File: config.mk
export PLATFORM = sky130hd
export DESIGN_NAME = bec_divider
export DESIGN_NICKNAME = d
export VERILOG_FILES = /design/src/rtl/bec_pkg.sv /design/src/rtl/bec_divider.sv
export SDC_FILE = /design/constraint.sdc
export NUM_CORES = 2
export LEC_CHECK = 0
export BUFFER_PORTS_ARGS = -buffer_cell sky130_fd_sc_hd__buf_2
export CORE_ASPECT_RATIO = 0.8
export CORE_MARGIN = 3
export CORE_UTILIZATION = 58
export CTS_CLUSTER_SIZE = 24
export DETAILED_ROUTE_END_ITERATION = 10
export PLACE_DENSITY = 0.79
export SLEW_MARGIN = 15
export SYNTH_ARGS = -nofsm -noshare
export SYNTH_HDL_FRONTEND = slang
export SYNTH_SLANG_ARGS = --single-unit
File: constraint.sdc
create_clock -name clock -period 12.2 [get_ports clock]
set_input_delay 0 -clock clock [delete_from_list [all_inputs] [get_ports clock]]
set_output_delay 0 -clock clock [all_outputs]
set_load 0.1 [all_outputs]
File: src/rtl/bec_pkg.sv
// ---------------------------------------------------------------------------
// Block exponential covariance package
// Shared payload types, register codes, widths and the exponential table.
// ---------------------------------------------------------------------------
package bec_pkg;

   localparam int MAX_TRENDS    = 3;
   localparam int MAX_LOCATIONS = 1024;
   localparam int FRAC_BITS     = 16;

   // Positions and location counts are handled at this width so that the
   // full range of MAX_LOCATIONS compares correctly.
   localparam int LOCS_W = 13;
   localparam int POS_W  = 12;

   // The ratio distance/range is formed in Q4.16 and only values below 16
   // matter, so the quotient has 20 bits.
   localparam int XF         = 16;
   localparam int Q_W        = XF + 4;
   localparam int DIV_STEPS  = 4;
   localparam int DIV_STAGES = Q_W / DIV_STEPS;
   localparam int NUM_W      = 32 + XF;

   localparam int E_W    = FRAC_BITS + 1;
   localparam int PROD_W = 32 + E_W;

   localparam int EXP_BITS   = 8;
   localparam int EXP_STAGES = EXP_BITS + 1;

   localparam logic [30:0] Q30_ONE  = 31'(1) << 30;
   localparam logic [61:0] Q30_HALF = 62'(1) << 29;

   // exp(-w) in Q30 for the ratio bits of weight 8 down to 1/16.
   localparam logic [29:0] EXP_BIT_TABLE [EXP_BITS] = '{
      30'd360200,    30'd19666268,  30'd145315154, 30'd395007542,
      30'd651257337, 30'd836230973, 30'd947573834, 30'd1008687096
   };

   typedef enum logic [2:0] {
      REG_TREND_COUNT    = 3'd0,
      REG_LOCATION_COUNT = 3'd1,
      REG_SILL_FIRST     = 3'd2,
      REG_SILL_SECOND    = 3'd3,
      REG_SILL_THIRD     = 3'd4,
      REG_RANGE_FIRST    = 3'd5,
      REG_RANGE_SECOND   = 3'd6,
      REG_RANGE_THIRD    = 3'd7
   } reg_idx_type;

   typedef struct packed {
      logic [1:0]  trend_index;
      logic [9:0]  first_location;
      logic [9:0]  second_location;
      logic [31:0] distance;
   } req_type;

   typedef struct packed {
      logic [11:0] row_position;
      logic [11:0] column_position;
      logic [31:0] covariance;
      logic        last_of_run;
      logic        error_flag;
   } rsp_type;

   // Decoded request that travels alongside the arithmetic.
   typedef struct packed {
      logic [POS_W-1:0] pos_i;
      logic [POS_W-1:0] pos_j;
      logic [31:0]      sill;
      logic             err;
      logic             diag;
      logic             zero;
   } side_type;

   typedef struct packed {
      side_type        side;
      logic [31:0]     range;
      logic [31:0]     rem;
      logic [Q_W-1:0]  stream;
      logic [Q_W-1:0]  quo;
   } div_type;

   typedef struct packed {
      side_type       side;
      logic [Q_W-1:0] x;
   } quo_type;

   typedef struct packed {
      side_type       side;
      logic [Q_W-1:0] x;
      logic [30:0]    acc;
      logic [25:0]    r30;
      logic [21:0]    sq;
      logic [17:0]    cube;
      logic [30:0]    poly;
   } exp_type;

   typedef struct packed {
      side_type    side;
      logic [31:0] cov;
   } cov_type;

   // Product of two Q30 values, rounded half up.
   function automatic logic [30:0] q30_mul(input logic [30:0] a, input logic [30:0] b);
      logic [61:0] p;
      p = 62'(a) * 62'(b) + Q30_HALF;
      return p[60:30];
   endfunction

   // Truncating division by six through a reciprocal, exact for 18-bit inputs.
   function automatic logic [15:0] div6(input logic [17:0] c);
      logic [36:0] p;
      p = 37'(c) * 37'(349526);
      return p[36:21];
   endfunction

endpackage

File: src/rtl/bec_divider.sv
// ---------------------------------------------------------------------------
// Ratio divider
// Restoring division of distance<<16 by range, four quotient bits a stage.
// ---------------------------------------------------------------------------
module bec_divider (
   input  logic             clock,
   input  logic             reset,
   input  bec_pkg::div_type in_data,
   input  logic             in_valid,
   output logic             in_stall,
   output bec_pkg::quo_type out_data,
   output logic             out_valid,
   input  logic             out_stall
);

   localparam int N = bec_pkg::DIV_STAGES;

   bec_pkg::div_type st_ff [N];
   bec_pkg::div_type st_in [N];
   logic [N-1:0]     v_ff;
   logic [N:0]       v_chain;
   logic [N:0]       rdy;

   function automatic bec_pkg::div_type div_step(input bec_pkg::div_type d);
      bec_pkg::div_type r;
      logic [32:0]      tmp;
      logic             ge;
      r = d;
      for (int n = 0; n < bec_pkg::DIV_STEPS; n++) begin
         tmp      = {r.rem, r.stream[bec_pkg::Q_W-1]};
         ge       = (tmp >= {1'b0, r.range});
         r.rem    = ge ? 32'(tmp - {1'b0, r.range}) : tmp[31:0];
         r.quo    = {r.quo[bec_pkg::Q_W-2:0], ge};
         r.stream = {r.stream[bec_pkg::Q_W-2:0], 1'b0};
      end
      return r;
   endfunction

   assign rdy[N]   = !out_stall;
   assign in_stall = !rdy[0];
   assign v_chain  = {v_ff, in_valid};

   for (genvar k = 0; k < N; k++) begin : g_stage
      assign rdy[k] = !v_ff[k] || rdy[k+1];

      if (k == 0) begin : g_first
         assign st_in[k] = div_step(in_data);
      end else begin : g_rest
         assign st_in[k] = div_step(st_ff[k-1]);
      end

      always_ff @(posedge clock) begin
         if (reset) begin
            v_ff[k] <= 1'b0;
         end else if (rdy[k]) begin
            v_ff[k] <= v_chain[k];
         end
         if (rdy[k]) begin
            st_ff[k] <= st_in[k];
         end
      end
   end

   assign out_valid     = v_ff[N-1];
   assign out_data.side = st_ff[N-1].side;
   assign out_data.x    = st_ff[N-1].quo;

endmodule

==> impl_results.rst <==
.. list-table::
   :header-rows: 1

   * - Metric
     - Value
   * - Number of instances in the synthesized netlist
     - 6,205
   * - Number of top-level pins
     - 248
   * - Via/cell ratio
     - 6.28
   * - Clock slew at reported path FFs
     - 0.08 ns
   * - Slew at the pin closest to its max-slew limit
     - 1.15 ns
   * - Critical path type
     - flop to flop
   * - Core area
     - 97,900 µm²
   * - Wirelength, routed
     - 186,000 µm
   * - Last weighted congestion value of the routability-driven placer
     - 1.03
   * - Number of flops mapped to enable cells by yosys
     - 651
   * - Status
     - complete, but fails checks
   * - Number of instances in the placed design
     - 8,180
   * - Via total after detailed routing
     - 53,000
   * - Netlist area before placement
     - 57,800 µm²
   * - Die boundary height
     - 288 µm
   * - Root Buffer
     - clkbuf_16
   * - Number of global-route vias before repair
     - 49,800
   * - Critical Path Slowest Stage Cell
     - or3b_2
   * - Path class of the lowest-slack min-delay path
     - input port to flop
   * - Synth cell types
     - 102
   * - Width of the die
     - 359 µm
   * - Required time of the critical path
     - 12.59 ns
   * - Number of synthesis warnings
     - 0
   * - Full die area
     - 104,000 µm²
   * - Worst-skew pair later-pin latency
     - 0.67 ns
   * - Slew headroom
     - 23.5%
   * - Endpoint type of the worst setup path
     - flop
   * - First-pass GRT wire length
     - 282,000 µm
   * - Number of buffers inserted during clock tree synthesis
     - 67
   * - Final period demand of the worst path
     - 11.91 ns
   * - First-pass detailed-route iteration total
     - 11
   * - Starting Density
     - 59.1%
   * - Average cell area after synthesis
     - 9.32 µm²
   * - Starting DRT DRC Count
     - 6,106
   * - Portion of the clock cycle consumed by the worst path in the final layout
     - 97.6%
   * - Crit path buffers/inverters
     - 5
   * - Setup repair after global routing missed its margin
     - true
   * - Antenna violations before repair
     - 7
   * - Synth async-reset ratio
     - 0%
   * - Critical Path Start Type
     - flop
   * - Worst Setup Slack, final
     - 0.295 ns
   * - Fraction of layout instances using a drive strength above 1
     - 19.3%
   * - Final slew viol count
     - 0
   * - Final hold violations
     - 0
   * - Dominant delay contributor by cell family on the critical path
     - compound AO/OA/AOI/OAI gates
   * - Max incr delay on CP
     - 0.55 ns
   * - Sequential area share after synthesis
     - 34.0%
   * - GRT Overall Usage
     - 34.5%
   * - Number of inserted filler cells in the final layout
     - 7,324
   * - Total number of clock tree sinks
     - 656
   * - Post-route DRC
     - 1
   * - Post-Place Worst Slack
     - -0.0488 ns
   * - Prevailing post-synth register cell
     - edfxtp_1
   * - Number of non-filler instances in the completed layout
     - 8,439
   * - Total congestion overflow
     - 0
   * - Count of standard-cell rows
     - 102
   * - Endpoints failing setup
     - 0
   * - Post-synthesis register bit count
     - 656
   * - Count of H-tree levels built during CTS
     - 3
   * - Number of buffers on the longest clock path
     - 3
   * - Area overhead of the layout relative to synthesis
     - 19.1%
   * - Antenna violation net count after detailed routing
     - 0
   * - Most frequent cells in the layout
     - buf_4, edfxtp_1, ha_1, a21oi_1, nand2_1
   * - Nets@finish
     - 7,913
   * - Max Fanout on Critical Path
     - 40
   * - Most common cell after layout, fill and taps aside
     - buf_4
   * - Detail-routed net length per standard cell
     - 22.1 µm
   * - Failing checks
     - DRC
   * - Worst Clk Skew
     - 0.0414 ns
   * - Count of max-cap constraint violations
     - 0
   * - Highest achievable clock rate
     - 84.0 MHz
   * - Crit path DAT
     - 12.29 ns
   * - Pin count of the biggest net entering global routing
     - 74
   * - Net count of the mapped netlist
     - 7,031
   * - Port Buffer Count
     - 227
   * - DP HPWL
     - 144,000 µm
   * - TritonCTS clock tree
     - yes
## state kept, by name, summed over array words and instances, names as in the netlist
register / cells
out_valid: 1
st_ff: 651
v_chain: 4
## repair_timing
action	in CTS	in global routing
endpoints found under the setup margin	53	133
cloned	0	3
setup buffers	0	23
pin swaps	0	36
resized for setup	6	176
hold buffers	112	0
hold endpoints to repair	114	0
## per-stage QoR
| step | hold slack [ns] | TNS [ns] | util (%) | area [µm²] |
|---|---|---|---|---|
| 6_report | 0.0601 | 0 | 70.4 | 68900 |
| 5_1_grt | 0.0626 | -5.04 | 70.4 | 68900 |
| 4_1_cts | 0.0342 | 0 | 69.6 | 68100 |
| 3_5_place_dp | 0.178 | -0.627 | 66.0 | 64600 |
| 3_3_place_gp | 0.177 | 0 | 66.0 | 64600 |
| 2_1_floorplan | 0.0691 | 0 | - | 57800 |
## Yosys cell counts, types with 44 or more instances
cell type | n | share of area (%)
edfxtp_1 | 651 | 34
ha_1 | 640 | 14
a21oi_1 | 604 | 5.2
nand2_1 | 469 | 3.0
o21ai_0 | 437 | 3.8
nor2_1 | 410 | 2.7
inv_1 | 385 | 2.5
xnor2_1 | 319 | 4.8
a21o_1 | 313 | 4.1
xor2_1 | 185 | 2.8
mux2_2 | 184 | 3.6
nand3_1 | 127 | 1.1
o21a_1 | 99 | 1.3
clkbuf_1 | 97 | 0.63
nand4_1 | 93 | 1.0
o21bai_1 | 93 | 1.2
nand2b_1 | 90 | 0.97
nor2b_1 | 81 | 0.88
buf_4 | 79 | 1.0
nor3_1 | 64 | 0.55
o211ai_1 | 52 | 0.67
a211oi_1 | 46 | 0.60
and3_1 | 46 | 0.50
a31oi_1 | 44 | 0.48
## cell families after synthesis
group / synth area share [%]
buffers and inverters: 4.55
xor gates and xnor gates: 7.63
AOI/OAI and AO/OA: 22.1
DFF: 34.0
and+or+nand+nor: 12.4
muxes: 4.84
adders and majority gates: 14.5
## worst paths after layout
kind	startpoint	end	slack [ns]	depth (start not counted)
worst max register to register	st_ff[0][546]$_DFFE_PP_	st_ff[0][636]$_DFFE_PP_	0.29	51
worst min-delay path	in_data[34]	st_ff[0][34]$_DFFE_PN_	0.06	2
worst min register to register	st_ff[0][451]$_DFFE_PP_	st_ff[0][610]$_DFFE_PP_	0.38	0
worst max-delay path	st_ff[0][546]$_DFFE_PP_	st_ff[0][636]$_DFFE_PP_	0.29	51
## layout make-up
type / instances / area, µm² / area share (%)
Antenna cell: 2 / 5.00 / 0.00726
Clock buffer: 78 / 1720 / 2.49
Clock inverter: 41 / 593 / 0.861
Inverter: 396 / 1490 / 2.17
Multi-Input combinational cell: 4941 / 36200 / 52.5
Sequential cell: 656 / 19600 / 28.5
Tap cell: 1300 / 1630 / 2.36
Timing Repair Buffer: 1025 / 7640 / 11.1
## per-layer routing
| layer | part of all wire [%] | routed length (µm) | up-vias | global-route usage, % |
|---|---|---|---|---|
| met1 | 42 | 78100 | 24800 | 47.4 |
| met5 | 0.0064 | 12 | - | 0 |
| met3 | 11 | 19700 | 451 | 6.54 |
| met4 | 3.5 | 6600 | 2 | 10.6 |
| li1 | - | - | 24800 | - |
| met2 | 44 | 82000 | 2895 | 55.5 |
Power is left out: the tool's default activity adds up to more than one toggle a clock period on the data nets, which glitch-free logic cannot reach.
